**config.mk**
```make
export PLATFORM = sky130hd
export DESIGN_NAME = tpcc_cell
export DESIGN_NICKNAME = d
export VERILOG_FILES = /design/src/hdl/tpcc_pkg.sv /design/src/hdl/tpcc_cell.sv
export SDC_FILE = /design/constraint.sdc
export NUM_CORES = 1
export LEC_CHECK = 0
export ABC_CLOCK_PERIOD_IN_PS = 800
export BUFFER_PORTS_ARGS = -buffer_cell sky130_fd_sc_hd__buf_2
export CORE_AREA = 4 4 175 177
export CTS_CLUSTER_SIZE = 8
export DETAILED_ROUTE_END_ITERATION = 10
export DIE_AREA = 0 0 179 181
export HOLD_SLACK_MARGIN = 0.08
export PLACE_DENSITY = 0.8
export SETUP_SLACK_MARGIN = 0.5
export SLEW_MARGIN = 40
export SYNTH_ARGS = -nofsm -noshare
export SYNTH_HDL_FRONTEND = slang
export SYNTH_SLANG_ARGS = --single-unit
```
**constraint.sdc**
```tcl
create_clock -name clk -period 0.8 [get_ports clk]
set_input_delay 0 -clock clk [delete_from_list [all_inputs] [get_ports clk]]
set_output_delay 0 -clock clk [all_outputs]
set_load 0.05 [all_outputs]
```
**src/hdl/tpcc_pkg.sv**
```systemverilog
// Shared widths, status codes and types of the circle center block.
package tpcc_pkg;

    localparam int COORD_W       = 16;
    localparam int DIFF_W        = 17;
    localparam int SQ_W          = 34;
    localparam int DEN_W         = 36;
    localparam int MUL_W         = 51;
    localparam int NUM_W         = 52;
    localparam int MAG_N_W       = 50;
    localparam int RES_W         = 35;
    localparam int SAT_SHIFT     = 33;
    localparam int FRAC_BITS_DEF = 8;
    localparam int OUT_W         = 32;

    localparam logic signed [OUT_W-1:0] OUT_MAX = 32'sh7FFF_FFFF;
    localparam logic signed [OUT_W-1:0] OUT_MIN = 32'sh8000_0000;

    typedef enum logic [1:0] {
        ST_VALID     = 2'd0,
        ST_NO_CIRCLE = 2'd1,
        ST_SAT       = 2'd2
    } status_t;

    // Per-item side information that rides along the divider chain.
    typedef struct packed {
        logic signed [COORD_W-1:0] base_x;
        logic signed [COORD_W-1:0] base_y;
        logic [1:0]                neg;
        logic [1:0]                big;
        logic                      coll;
    } side_t;

endpackage

```
**src/hdl/tpcc_cell.sv**
```systemverilog
// Divider cell: one restoring quotient bit for the x and y lanes.
module tpcc_cell
    import tpcc_pkg::*;
#(
    parameter int QW = SAT_SHIFT + FRAC_BITS_DEF
)(
    input  logic                  clk,
    input  logic                  rst_n,
    input  logic                  en,
    input  logic                  in_valid,
    input  side_t                 in_side,
    input  logic [1:0][RES_W-1:0] in_r,
    input  logic [1:0][QW-1:0]    in_dq,
    input  logic [RES_W-1:0]      in_d,
    output logic                  out_valid,
    output side_t                 out_side,
    output logic [1:0][RES_W-1:0] out_r,
    output logic [1:0][QW-1:0]    out_dq,
    output logic [RES_W-1:0]      out_d
);

    logic                  valid_reg;
    side_t                 side_reg;
    logic [1:0][RES_W-1:0] r_reg, r_next;
    logic [1:0][QW-1:0]    dq_reg, dq_next;
    logic [RES_W-1:0]      d_reg;
    logic [1:0][RES_W:0]   trial;
    logic [1:0]            ge;

    // shift in next dividend bit, compare, subtract; quotient bit enters at the bottom
    always_comb
    begin
        for (int i = 0; i < 2; i++)
        begin
            trial[i]   = {in_r[i], in_dq[i][QW-1]};
            ge[i]      = trial[i] >= {1'b0, in_d};
            r_next[i]  = ge[i] ? RES_W'(trial[i] - {1'b0, in_d}) : RES_W'(trial[i]);
            dq_next[i] = {in_dq[i][QW-2:0], ge[i]};
        end
    end

    always_ff @(posedge clk or negedge rst_n)
    begin
        if (!rst_n)
        begin
            valid_reg <= 1'b0;
        end
        else if (en)
        begin
            valid_reg <= in_valid;
        end
    end

    always_ff @(posedge clk)
    begin
        if (en)
        begin
            side_reg <= in_side;
            r_reg    <= r_next;
            dq_reg   <= dq_next;
            d_reg    <= in_d;
        end
    end

    assign out_valid = valid_reg;
    assign out_side  = side_reg;
    assign out_r     = r_reg;
    assign out_dq    = dq_reg;
    assign out_d     = d_reg;

endmodule

```
==> impl_results.md <==
- Sequential fraction of the synthesis area: 58.59%
- Antenna violation net count after detailed routing: 0
- Violations in the final reports: hold timing, setup timing
- Chip Height: 181 microns
- Per-cell routed wire length: roughly 22 microns
- Worst Path Max Fanout: 12
- Final count of pins violating max slew: 0
- Antenna violations before repair: 15
- FF-to-FF path depth: 1
- Setup repair after global routing missed its margin: true
- Worst Setup End Kind: flop
- Logic gate share of total power: 35.7%
- CTS tree: done
- Core area: between 20000 and 30000 sq um
- Via/cell ratio: 5.290
- Clock Skews: 0 ns
- Post-synthesis register bit count: ~230
- Switch Pwr: 14.79 mW
- Worst EP arrival: 2.43 ns
- Ys async rst share: 0.4444%
- Reg-to-reg slack, setup: ~0.010 ns
- Clock tree sinks: 225
- Die footprint: 32400 sq um
- Final cell count without fillers: 2172
- Number of buffers on the longest clock path: 3
- Multi-input gate area: 5224 sq um
- Smallest setup slack after layout: -1.370 ns
- Slowest stage cell, crit path: sky130_fd_sc_hd__a2111oi_4
- Sequential cell area in the final layout: just under 7000 sq um
- Final hold violations: ~240
- Die span in x: 179 microns
- Time the worst path needs with I/O delays and setup: 2.170 ns
- Dpl hpwl: 36120 microns
- Vias in the first global route: 11420
- Worst Setup Path Type: primary input to flop
- Remaining global-route overflow: 0
- Post-Route WL: between 40000 and 50000 microns
- Hold path start: in_dq[73]
- Clock root buffer master: sky130_fd_sc_hd__clkbuf_16
- Main synth FF type: sky130_fd_sc_hd__edfxtp_1
- Actual transition at the worst max-transition pin: 0.4145 ns
- DR DRC count: 0
- Total of hold buffers inserted after clock tree synthesis: 1
- Number of detailed-route iterations in the first pass: 6
- Iteration-0 DRC Markers: about 780
- Run status: finished, violations left
- Yosys warns: 0
- CP Data Required Time: 1.06 ns
- Period Utilization, post-route: 271.2%
- Fillcell total: 2029
- Worst max-slew margin expressed relative to the limit: around 72%
- Relative contribution of the clock network to total power: 29.3%
- Slowest stage delay, CP: 0.34 ns
- Internal Dissipation: 28.66 mW
- Pin count of the biggest net entering global routing: 22
- Number of instances in the synthesized netlist: a little under 1000
- Worst vdd rail ir drop: 1743 uV
- Number of input and output port buffers inserted: 452
- Post-Route Hold Slack: -0.3368 ns
- Reg power frac: a little over a third
- Crit path launch type: primary input
- Starting density of the core: 39.40%
- Most area-hungry cell type in the Yosys netlist: sky130_fd_sc_hd__edfxtp_1
- Capture instance of the worst register-to-register path: out_valid$_DFFE_PN0P_
- Share of the synthesized area in the top cell type: 58.37%
- Launch point of the worst reg-to-reg path: out_valid$_DFFE_PN0P_
- Maximum frequency from static timing analysis: 0.4608 GHz
- Number of distinct library cells after synthesis: 62
- Total clock buffers created by CTS: 34
- Placer's final routability congestion estimate: 0.9524
- Placed cells: roughly 2100
- Max Cap Violations: 0
- Leading post-synthesis cells by cell area: sky130_fd_sc_hd__edfxtp_1, sky130_fd_sc_hd__ha_1, sky130_fd_sc_hd__a21oi_1, sky130_fd_sc_hd__o21ai_0, sky130_fd_sc_hd__nand2_1
- Hold Path Stages: 1
- Worst slack, placed: -1.951 ns
- Total via count after detailed routing: 11490
- Min-Delay Endpoint: out_dq[74]$_DFFE_PP_
- Total routing usage reported by global routing: 26.27%
- Clock network latency to the later pin of the worst-skew pair: 0.49 ns
- CTS clk-pin slew, worst paths: about 0.05 ns
- Final-report setup violation count: 297
- Share of post-route cells with drive strength above 1: 54.43%
- Post-synthesis area per instance: roughly 12 sq um
- Wire length of the first global-routing pass: approximately 65000 microns
- Ports: 453
- Min-Delay Path Class: primary input to flop
- Ratio of total power to cell area: around 2200 nW/um^2
- Maximum level of the CTS H-tree: 2
- Static leakage power: 8.827 nW
- Post-synth EDFFs: 224
- Post-Syn Area: 11520 sq um
- Switching power share of the total: 34.05%
- Critical path, cell by cell: buf_2 > inv_1 > ha_1 > nand4_1 > a211oi_4 > o31ai_4 > a21oi_2 > a21bo_2 > a2111oi_4 > buf_12 > mux2_4
- Post-layout nets: 2061
- Area delta synth->final: 74.55%
- Row count: 63
- Syn Nets: 1276
-- cell usage in the layout, fill, tap and decap left out, drive strengths merged, types with 8 or more instances in the layout --
cell	synthesis	layout
a21oi	87	87
inv	58	59
diode	0	11
nand2	93	93
ha	70	70
nor2b	8	8
xnor2	29	29
o31ai	10	10
nor3	17	17
a211oi	13	13
clkbuf	23	43
o21bai	13	13
and3	9	9
nor2	52	52
a21o	30	30
nand4	11	11
edfxtp	224	224
xor2	28	28
buf	9	778
o21a	11	11
o21ai	77	77
nand3	12	12
-- registers in the layout (all words and copies together), names as in the netlist --
register	count
out_side	37
out_dq	82
out_valid	1
out_d	35
out_r	70
-- worst max path at each step --
stage                     slack [ns]  depth (start not counted)                  end  startpoint
after detailed placement       -1.95                         13  out_r[26]$_DFFE_PP_   in_dq[40]
after CTS                      -1.23                         14  out_r[26]$_DFFE_PP_   in_dq[40]
after floorplan                -1.58                         10  out_r[40]$_DFFE_PP_    in_d[21]
final                          -1.37                         11  out_r[40]$_DFFE_PP_     in_d[4]
after global routing           -1.38                         12  out_r[61]$_DFFE_PP_     in_d[4]
after global placement         -1.93                         12  out_r[26]$_DFFE_PP_     in_d[0]
-- cell families (layout without fill, tap and decap cells) --
logic type,Yosys count,in the layout,share of synthesized area (%)
xor gates and xnor gates,57,57,4.332
adders and majority gates,72,72,7.948
and+or+nand+nor,237,237,9.587
buffers and inverters,90,885,3.073
AOI/OAI and AO/OA,293,293,16.28
other,0,11,0
DFF,225,225,58.59
muxes,2,2,0.1954
-- critical path: cells and delay by family --
| family | cells | cell delay (ns) |
|---|---|---|
| mux | 1 | 0.30 |
| compound gates | 5 | 1.10 |
| fa+ha+maj | 1 | 0.30 |
| buf+inv | 3 | 0.52 |
| simple gates | 1 | 0.18 |
-- synthesized netlist by cell type, types with 10 or more instances --
cell and count:
sky130_fd_sc_hd__nor3_1 17, sky130_fd_sc_hd__o21a_1 11, sky130_fd_sc_hd__nand2_1 93, sky130_fd_sc_hd__edfxtp_1 224, sky130_fd_sc_hd__ha_1 70, sky130_fd_sc_hd__nand3_1 12, sky130_fd_sc_hd__a211oi_1 13, sky130_fd_sc_hd__o21ai_0 76
sky130_fd_sc_hd__xor2_1 28, sky130_fd_sc_hd__o21bai_1 13, sky130_fd_sc_hd__clkbuf_1 23, sky130_fd_sc_hd__o31ai_1 10, sky130_fd_sc_hd__nor2_1 52, sky130_fd_sc_hd__nand4_1 11, sky130_fd_sc_hd__a21oi_1 87, sky130_fd_sc_hd__xnor2_1 29
sky130_fd_sc_hd__a21o_1 30, sky130_fd_sc_hd__inv_1 57
-- power groups by stage --
stage          Combinational, mW  Clock (mW)  Sequential, mW
2_1_floorplan               3.57           0            19.4
3_3_place_gp                12.8           0            15.1
3_5_place_dp                13.0           0            15.1
4_1_cts                     13.7        12.9            14.9
5_1_grt                     16.2        13.6            15.3
6_report                    15.5        12.7            15.2
-- layer usage --
metal	routed length, microns	vias up	global-route usage, %
met5	57	-	0
met4	2484	8	11.24
met3	4029	147	6.424
met2	24320	544	45.86
met1	17360	5547	30.51
li1	-	5243	-
-- layout make-up --
| type | instances | share of cell area, % |
|---|---|---|
| clock inverters | 5 | 0.2177 |
| flip-flops and latches | 225 | 33.57 |
| repair buffers | 781 | 32.08 |
| inverters | 58 | 1.238 |
| well taps | 390 | 2.426 |
| diodes | 11 | 0.1368 |
| clock buffers | 41 | 4.361 |
| multi-input cells | 661 | 25.97 |
-- stage by stage --
step / hold slack [ns] / cell area (sq um) / utilization, % / setup TNS [ns] / power, mW
4_1_cts: -0.3493 / 18530 / 63.35 / -148.05 / 41.56
6_report: -0.3368 / 20110 / 68.78 / -147.43 / 43.45
3_5_place_dp: -0.2216 / 16980 / 58.05 / -131.37 / 28.12
3_3_place_gp: -0.2249 / 16980 / 58.05 / -126.65 / 27.92
2_1_floorplan: -0.2956 / 11900 / - / -100.76 / 22.93
5_1_grt: -0.3532 / 20110 / 68.75 / -156.87 / 45.07
-- what timing repair did --
action                                  in CTS  in global routing
cloned                                       0                  2
setup buffers                                9                  5
pin swaps                                   26                 27
endpoints found under the setup margin     298                298
endpoints found under the hold margin      442                381
gates resized for setup                    142                651
Power figures use the tool's default switching activity.
