--- config.mk ---
export PLATFORM = sky130hd
export DESIGN_NAME = tpcc_back_flat
export DESIGN_NICKNAME = d
export VERILOG_FILES = /design/src/hdl/tpcc_pkg.sv /design/src/hdl/tpcc_ctr_if.sv /design/src/hdl/tpcc_back.sv /design/src/flat_wrapper.sv
export SDC_FILE = /design/constraint.sdc
export NUM_CORES = 1
export LEC_CHECK = 0
export ABC_AREA = 1
export BUFFER_PORTS_ARGS = -buffer_cell sky130_fd_sc_hd__buf_4
export CORE_MARGIN = 2
export CORE_UTILIZATION = 59
export CTS_CLUSTER_DIAMETER = 30
export DETAILED_ROUTE_END_ITERATION = 10
export PLACE_DENSITY = 0.92
export SLEW_MARGIN = 0
export SYNTH_ARGS = -nofsm -noshare
export SYNTH_HDL_FRONTEND = slang
export SYNTH_SLANG_ARGS = --single-unit
--- constraint.sdc ---
create_clock -name clk -period 5.2 [get_ports clk]
set_clock_uncertainty 0.05 [all_clocks]
set_input_delay 0.26 -clock clk [delete_from_list [all_inputs] [get_ports clk]]
set_output_delay 0.26 -clock clk [all_outputs]
set_load 0.05 [all_outputs]
--- src/hdl/tpcc_pkg.sv ---
// Shared widths, status codes and types of the circle center block.
package tpcc_pkg;

    localparam int COORD_W       = 16;
    localparam int DIFF_W        = 17;
    localparam int SQ_W          = 34;
    localparam int DEN_W         = 36;
    localparam int MUL_W         = 51;
    localparam int NUM_W         = 52;
    localparam int MAG_N_W       = 50;
    localparam int RES_W         = 35;
    localparam int SAT_SHIFT     = 33;
    localparam int FRAC_BITS_DEF = 8;
    localparam int OUT_W         = 32;

    localparam logic signed [OUT_W-1:0] OUT_MAX = 32'sh7FFF_FFFF;
    localparam logic signed [OUT_W-1:0] OUT_MIN = 32'sh8000_0000;

    typedef enum logic [1:0] {
        ST_VALID     = 2'd0,
        ST_NO_CIRCLE = 2'd1,
        ST_SAT       = 2'd2
    } status_t;

    // Per-item side information that rides along the divider chain.
    typedef struct packed {
        logic signed [COORD_W-1:0] base_x;
        logic signed [COORD_W-1:0] base_y;
        logic [1:0]                neg;
        logic [1:0]                big;
        logic                      coll;
    } side_t;

endpackage

--- src/hdl/tpcc_ctr_if.sv ---
// Output channel: circle center and status.
interface tpcc_ctr_if;
    logic               valid;
    logic               ready;
    logic signed [31:0] center_x;
    logic signed [31:0] center_y;
    logic [1:0]         status;

    modport source (output valid, center_x, center_y, status, input ready);
    modport sink   (input valid, center_x, center_y, status, output ready);
endinterface

--- src/hdl/tpcc_back.sv ---
// Back end: rounding, placement at the first point, clamping, output register.
module tpcc_back
    import tpcc_pkg::*;
#(
    parameter int FRACTION_BITS = FRAC_BITS_DEF,
    parameter int QW            = SAT_SHIFT + FRACTION_BITS
)(
    input  logic                  clk,
    input  logic                  rst_n,
    input  logic                  en,
    input  logic                  in_valid,
    input  side_t                 in_side,
    input  logic [1:0][RES_W-1:0] in_r,
    input  logic [1:0][QW-1:0]    in_q,
    input  logic [RES_W-1:0]      in_d,
    output logic                  out_valid,
    tpcc_ctr_if.source            ctr
);

    localparam int TOT_W = QW + 3;
    localparam logic signed [TOT_W-1:0] MAX_T = TOT_W'(OUT_MAX);
    localparam logic signed [TOT_W-1:0] MIN_T = TOT_W'(OUT_MIN);

    logic                  b1_valid_reg;
    side_t                 b1_side_reg;
    logic [1:0][QW:0]      b1_m_reg, b1_m_next;
    logic [1:0][RES_W:0]   twice_r;
    logic [1:0]            inc;

    logic                          o_valid_reg;
    logic signed [OUT_W-1:0]       o_x_reg, o_x_next;
    logic signed [OUT_W-1:0]       o_y_reg, o_y_next;
    status_t                       o_st_reg, o_st_next;
    logic [1:0][TOT_W-1:0]         total;
    logic [1:0][TOT_W-1:0]         off;
    logic [1:0][TOT_W-1:0]         base;
    logic [1:0][OUT_W-1:0]         val;
    logic [1:0]                    sat;

    // round to nearest: ties up, i.e. away from zero for positive, toward zero for negative
    always_comb
    begin
        for (int i = 0; i < 2; i++)
        begin
            twice_r[i]   = {in_r[i], 1'b0};
            inc[i]       = in_side.neg[i] ? (twice_r[i] >  {1'b0, in_d})
                                          : (twice_r[i] >= {1'b0, in_d});
            b1_m_next[i] = (QW+1)'(in_q[i]) + (QW+1)'(inc[i]);
        end
    end

    // signed offset plus base, clamp to 32 bits; collinear points give a zero center
    always_comb
    begin
        base[0] = TOT_W'(b1_side_reg.base_x) <<< FRACTION_BITS;
        base[1] = TOT_W'(b1_side_reg.base_y) <<< FRACTION_BITS;
        for (int i = 0; i < 2; i++)
        begin
            off[i]   = b1_side_reg.neg[i] ? -TOT_W'(b1_m_reg[i]) : TOT_W'(b1_m_reg[i]);
            total[i] = base[i] + off[i];
            if (b1_side_reg.big[i])
            begin
                sat[i] = 1'b1;
                val[i] = b1_side_reg.neg[i] ? OUT_MIN : OUT_MAX;
            end
            else if ($signed(total[i]) > MAX_T)
            begin
                sat[i] = 1'b1;
                val[i] = OUT_MAX;
            end
            else if ($signed(total[i]) < MIN_T)
            begin
                sat[i] = 1'b1;
                val[i] = OUT_MIN;
            end
            else
            begin
                sat[i] = 1'b0;
                val[i] = total[i][OUT_W-1:0];
            end
        end
        if (b1_side_reg.coll)
        begin
            o_x_next  = '0;
            o_y_next  = '0;
            o_st_next = ST_NO_CIRCLE;
        end
        else
        begin
            o_x_next  = val[0];
            o_y_next  = val[1];
            o_st_next = (sat != 2'b00) ? ST_SAT : ST_VALID;
        end
    end

    always_ff @(posedge clk or negedge rst_n)
    begin
        if (!rst_n)
        begin
            b1_valid_reg <= 1'b0;
            o_valid_reg  <= 1'b0;
        end
        else if (en)
        begin
            b1_valid_reg <= in_valid;
            o_valid_reg  <= b1_valid_reg;
        end
    end

    always_ff @(posedge clk)
    begin
        if (en)
        begin
            b1_side_reg <= in_side;
            b1_m_reg    <= b1_m_next;
            o_x_reg     <= o_x_next;
            o_y_reg     <= o_y_next;
            o_st_reg    <= o_st_next;
        end
    end

    assign out_valid    = o_valid_reg;
    assign ctr.valid    = o_valid_reg;
    assign ctr.center_x = o_x_reg;
    assign ctr.center_y = o_y_reg;
    assign ctr.status   = o_st_reg;

endmodule

--- src/flat_wrapper.sv ---
// flat-port wrapper written by rule: the top's interface ports become plain ports
module tpcc_back_flat import tpcc_pkg::*;
#(
    parameter int FRACTION_BITS = FRAC_BITS_DEF,
    parameter int QW            = SAT_SHIFT + FRACTION_BITS
)
  (clk, rst_n, en, in_valid, in_side, in_r, in_q, in_d, out_valid, ctr_valid, ctr_center_x, ctr_center_y, ctr_status, ctr_ready);
  tpcc_ctr_if ctr_i ();
  input  logic clk;
  input  logic rst_n;
  input  logic en;
  input  logic in_valid;
  input  side_t in_side;
  input  logic [1:0][RES_W-1:0] in_r;
  input  logic [1:0][QW-1:0] in_q;
  input  logic [RES_W-1:0] in_d;
  output logic out_valid;
  output wire logic [$bits(ctr_i.valid)-1:0] ctr_valid;
  output wire logic [$bits(ctr_i.center_x)-1:0] ctr_center_x;
  output wire logic [$bits(ctr_i.center_y)-1:0] ctr_center_y;
  output wire logic [$bits(ctr_i.status)-1:0] ctr_status;
  input wire logic [$bits(ctr_i.ready)-1:0] ctr_ready;
  assign ctr_valid = ctr_i.valid;
  assign ctr_center_x = ctr_i.center_x;
  assign ctr_center_y = ctr_i.center_y;
  assign ctr_status = ctr_i.status;
  assign ctr_i.ready = ctr_ready;
  tpcc_back #(.FRACTION_BITS(FRACTION_BITS), .QW(QW)) u_core (.clk(clk), .rst_n(rst_n), .en(en), .in_valid(in_valid), .in_side(in_side), .in_r(in_r), .in_q(in_q), .in_d(in_d), .out_valid(out_valid), .ctr(ctr_i));
endmodule
==> impl_metrics.json, run 1 <==
{
  "setup_violations": 0,
  "viasPerCell": 5.64,
  "maxCapViolations": 0,
  "register_area_um2": 5670,
  "reg2reg_depth": 29,
  "grt_pass1_vias": 17100,
  "fin_crit_sh_pct": 95.6,
  "io_buffers": 295,
  "area_delta_synth_final_pct": 23.2,
  "dp.cells": 3176,
  "synth.most_common_cell": "nand2_1",
  "clock_path_buffers": 2,
  "fin_area_um2": 22300,
  "dp_hpwl_um": 45900,
  "drcViolationCount": 0,
  "root_buffer": "clkbuf_16",
  "hold_viol": 0,
  "p_leak_nw": 10.8,
  "status": "finished clean",
  "slowest_delay_ns": 0.43,
  "worstHoldStart": "in_q[1]",
  "antenna_left": 0,
  "hp-class": "in2reg",
  "synth_nets": 2885,
  "timing.fmax_mhz": 201,
  "yosys.area.top_type": "edfxtp_1",
  "grt_usage_pct": 34.5,
  "final_util_pct": 73.4,
  "grt_overflow": 0,
  "synth.cells.most_frequent": "nand2_1 (715), inv_1 (387), nor2_1 (236)",
  "max-slew-margin-rel_pct": 32.2,
  "crit_arrival_ns": 5.07,
  "period_minus_slack_ns": 4.97,
  "ir_drop_uv": 236,
  "core_um2": 30400,
  "dr.pass1.iters": 6,
  "io_pins": 297,
  "synth-edff-count": 187,
  "yosys.cell_types.count": 61,
  "end_kind": "flop",
  "nets": 3244,
  "whs_endpoint": "u_core.b1_m_reg[1]",
  "multiInputGateArea_um2": 11000,
  "grt_pass1_wl_um": 85800,
  "fp.dieArea_um2": 32100,
  "ys_warn_count": 0,
  "pwr_density_cell_nw_per_um2": 290,
  "cts_tree": "done",
  "path_max_fanout": 8,
  "drt_iter0_drc": 1887,
  "critPathSlowestCell": "edfxtp_1",
  "clk_pin_slew_worst_paths_ns": 0.09,
  "setup.worst_path.start_class": "flop",
  "whs_ns": 0.0645,
  "fin_cells": 3273,
  "r2r-end": "u_core.ctr.center_y[23]",
  "async_reset_ff_share_pct": 1.06,
  "postSynthCellCount": 2504,
  "start_util_pct": 59.5,
  "path_common_cell": "nand2_1",
  "fillCellCount": 2311,
  "synth_top_area_share_pct": 31.0,
  "synth_seq_area_share_pct": 31.3,
  "hold_depth": 2,
  "clkSinkCount": 189,
  "cp_data_required_time_ns": 5.30,
  "critical_path_class": "reg2reg",
  "r2r_slack_ns": 0.23,
  "wl_per_cell_um": 17.6,
  "synth_ff_type": "edfxtp_1",
  "h-tree-depth": 4,
  "die_height_um": 179,
  "die_x_um": 179,
  "layout-drive-gt1-share_pct": 18.6,
  "gp_congestion": 0.986,
  "tightest_slew_ns": 1.02,
  "grt_max_degree": 102,
  "row_count": 64,
  "via_count": 18500,
  "antenna_found_initial": 1,
  "synth-seq-cells": 189,
  "maxSlewViolCount": 0,
  "route.final.wire_length_um": 57500,
  "place_area_um2": 20800,
  "syn_area_per_cell_um2": 7.24,
  "largest_reg_flops": 84,
  "syn_area_um2": 18100,
  "synthTopCellsByArea": "edfxtp_1 (31%), nand2_1 (15%), ha_1 (10%), inv_1 (8.0%), xor2_1 (6.5%)",
  "clk_latency_ns": 0.45,
  "cts_made_buffers": 17,
  "reg2reg_from": "u_core.b1_m_reg[42]"
}
cell type report:
class / count / area share [%]
clock buffer: 18 / 1.92
inverter: 400 / 6.74
tap: 396 / 2.22
multi-input combinational: 1880 / 49.3
timing repair buffer: 375 / 13.6
sequential: 189 / 25.4
antenna: 1 / 0.0112
clock inverter: 14 / 0.790
layout by cell type (no fill, tap or decap), drive strengths merged, types with 3 or more instances in the layout:
cell	n
a21oi	155
nor4	20
ha	150
clkinv	10
a31oi	16
nor3	53
and2	5
o21ai	41
o21bai	5
o31ai	5
nor2	253
xnor2	62
nand4	47
dlygate4sd3	39
inv	403
nand2	729
edfxtp	187
nor3b	3
clkbuf	21
or2	5
xor2	136
nand3	168
nand3b	6
o211ai	3
buf	333
power breakdown:
group | internal [mW] | switching (mW)
clock network | 0.692 | 0.671
logic | 1.11 | 2.02
registers | 1.86 | 0.119
worst max-delay path by stage:
stage                             start                      end  slack [ns]  cells after the start
floorplan            u_core.b1_m_reg[0]  u_core.ctr.center_x[11]        1.11                     31
global placement     u_core.b1_m_reg[0]  u_core.ctr.center_x[19]        0.27                     30
detailed placement   u_core.b1_m_reg[0]  u_core.ctr.center_x[14]        0.03                     30
CTS                  u_core.b1_m_reg[0]  u_core.ctr.center_x[11]        0.02                     30
global route        u_core.b1_m_reg[42]  u_core.ctr.center_y[23]       -0.16                     31
finish              u_core.b1_m_reg[42]  u_core.ctr.center_y[23]        0.23                     29
cell families after synthesis:
kind of cell / share of synthesized area, %
flip-flops: 31.3
XOR/XNOR: 9.65
buffers and inverters: 9.47
AO/OA/AOI/OAI: 7.73
adder cells (fa/ha/maj): 10.6
AND/OR/NAND/NOR: 31.3
layer usage:
layer  vias up  wire (um)  track usage (%)
met5         -          0                0
met4         0       3200             17.2
met3       194       5530             5.32
met2      1049      26500             56.8
met1      8370      22400             44.0
li1       8857          -                -
timing repair:
action | CTS | global route
buffers inserted | 0 | 20
hold buffers | 39 | 0
gates resized for setup | 0 | 76
endpoints found under the hold margin | 40 | 0
setup endpoints to repair | 0 | 63
worst max-delay path: cells and delay by family, from the launching register on:
kind	cells	cell delay, ns
simple gates	23	3.07
fa+ha+maj	2	0.57
flops	1	0.43
buf+inv	2	0.28
xor+xnor	1	0.18
compound gates	1	0.07
stage by stage:
step | TNS, ns | total power, mW | setup slack (ns)
2_1_floorplan | 0 | 3.99 | 1.11
4_1_cts | 0 | 6.24 | 0.0155
6_report | 0 | 6.48 | 0.230
3_3_place_gp | 0 | 4.80 | 0.269
3_5_place_dp | 0 | 4.87 | 0.0252
5_1_grt | -4.39 | 6.82 | -0.162
No activity file was read; power rests on OpenSTA's default activity.
==> run 2, diff against run 1 <==
- CORE_MARGIN: 2 -> 3
==> impl_metrics.json, run 2 (synthesized netlist as in run 1, its figures left out) <==
{
  "die_x_um": 181,
  "antenna_found_initial": 1,
  "layout-drive-gt1-share_pct": 18.3,
  "grt_usage_pct": 33.4,
  "layout_commonest_cell": "nand2_1",
  "clk_latency_ns": 0.45,
  "route.final.wire_length_um": 57800,
  "io_pins": 297,
  "dp.cells": 3171,
  "post-place-ws_ns": 0.0924,
  "hold_depth": 2,
  "whs_ns": 0.0478,
  "dp_hpwl_um": 45900,
  "status": "finished clean",
  "antenna_left": 0,
  "largest_reg_flops": 84,
  "fillCellCount": 2257,
  "die_height_um": 181,
  "hold_viol": 0,
  "fin_cells": 3262,
  "reg2reg_depth": 30,
  "cts_made_buffers": 17,
  "grt_overflow": 0,
  "root_buffer": "clkbuf_16",
  "drt_iter0_drc": 1857,
  "clock_path_buffers": 2,
  "viasPerCell": 5.67,
  "tightest_slew_ns": 1.05,
  "hp-class": "in2reg",
  "cts_tree": "done",
  "total_power_mw": 6.41,
  "setup_violations": 0,
  "pwr_density_cell_nw_per_um2": 289,
  "nets": 3239,
  "grt_pass1_vias": 17500,
  "crit_cells": 30,
  "final_cell_mix": "nand2_1 (707), inv_1 (384), buf_4 (323)",
  "start_util_pct": 60.5,
  "maxSlewViolCount": 0,
  "path_max_fanout": 5,
  "crit_arrival_ns": 5.21,
  "grt_pass1_wl_um": 88100,
  "post-route-worst-setup-slack_ns": 0.146,
  "setup_tns_ns": 0,
  "p_leak_nw": 10.8,
  "critPathSlowestCell": "edfxtp_1",
  "r2r_slack_ns": 0.15,
  "slowest_delay_ns": 0.44,
  "grt_max_degree": 115,
  "drcViolationCount": 0,
  "end_kind": "flop",
  "wl_per_cell_um": 17.7,
  "critical_path_class": "reg2reg",
  "row_count": 63,
  "via_count": 18500,
  "period_minus_slack_ns": 5.05,
  "path_common_cell": "nand2_1",
  "fin_crit_sh_pct": 97.2,
  "setup.worst_path.start_class": "flop",
  "clkSinkCount": 189,
  "fp.dieArea_um2": 32800,
  "dr.pass1.iters": 7,
  "path_buf_inv": 4,
  "cp_data_required_time_ns": 5.35,
  "gp_congestion": 1.02,
  "max-slew-margin-rel_pct": 30.3,
  "core_um2": 30000,
  "critical-path-top-delay-family": "simple AND/OR/NAND/NOR gates",
  "io_buffers": 295,
  "clk_pin_slew_worst_paths_ns": 0.08,
  "ir_drop_uv": 245,
  "h-tree-depth": 4,
  "maxCapViolations": 0,
  "area_delta_synth_final_pct": 22.6,
  "timing.fmax_mhz": 198
}
==> run 2: cell count changes in the layout (fill, tap and decap cells not counted), sizes merged <==
cell and delta:
clkinv -2, clkbuf -1, clkinvlp +1, buf -3
==> run 2: timing repair <==
item	in CTS	in global routing
hold buffers	39	0
setup endpoints to repair	0	64
setup buffers	0	18
endpoints found under the hold margin	40	0
resized for setup	0	77
==> run 2: path summary, 6_finish.rpt <==
path,startpoint,end
setup reg to reg,u_core.b1_m_reg[42],u_core.ctr.center_y[7]
max in group asynchronous,rst_n,u_core.ctr.valid
hold / removal,in_q[70],u_core.b1_m_reg[71]
min in group asynchronous,rst_n,u_core.b1_valid_reg
setup / recovery,u_core.b1_m_reg[42],u_core.ctr.center_y[7]
hold reg to reg,u_core.b1_valid_reg,u_core.ctr.valid
==> run 2: power breakdown <==
| part | internal (mW) | total [mW] | switching, mW |
|---|---|---|---|
| combinational | 1.09 | 3.10 | 2.01 |
| clock | 0.683 | 1.33 | 0.649 |
| sequential | 1.86 | 1.98 | 0.115 |
==> run 2: per-layer routing <==
metal / vias up / wire length (um) / global-route usage, %
met4: 0 / 3440 / 16.2
met1: 8379 / 21800 / 40.7
met2: 1036 / 26900 / 56.5
li1: 8854 / - / -
met5: - / 0 / 0
met3: 222 / 5740 / 6.66
==> run 2: metrics by stage <==
| step | util, % | instance area [um2] |
|---|---|---|
| finish | 74.2 | 22200 |
| global route | 74.2 | 22200 |
| CTS | 72.7 | 21800 |
| detailed placement | 69.4 | 20800 |
| global placement | 69.4 | 20800 |
| floorplan | - | 18100 |
==> run 2: layout make-up <==
class,instances,area [um2],share of cell area [%]
antenna,1,2.50,0.0113
clock buffer,19,433,1.95
clock inverter,13,153,0.687
inverter,400,1500,6.76
multi-input combinational,1880,11000,49.6
sequential,189,5670,25.5
tap,390,488,2.20
timing repair buffer,370,2950,13.3
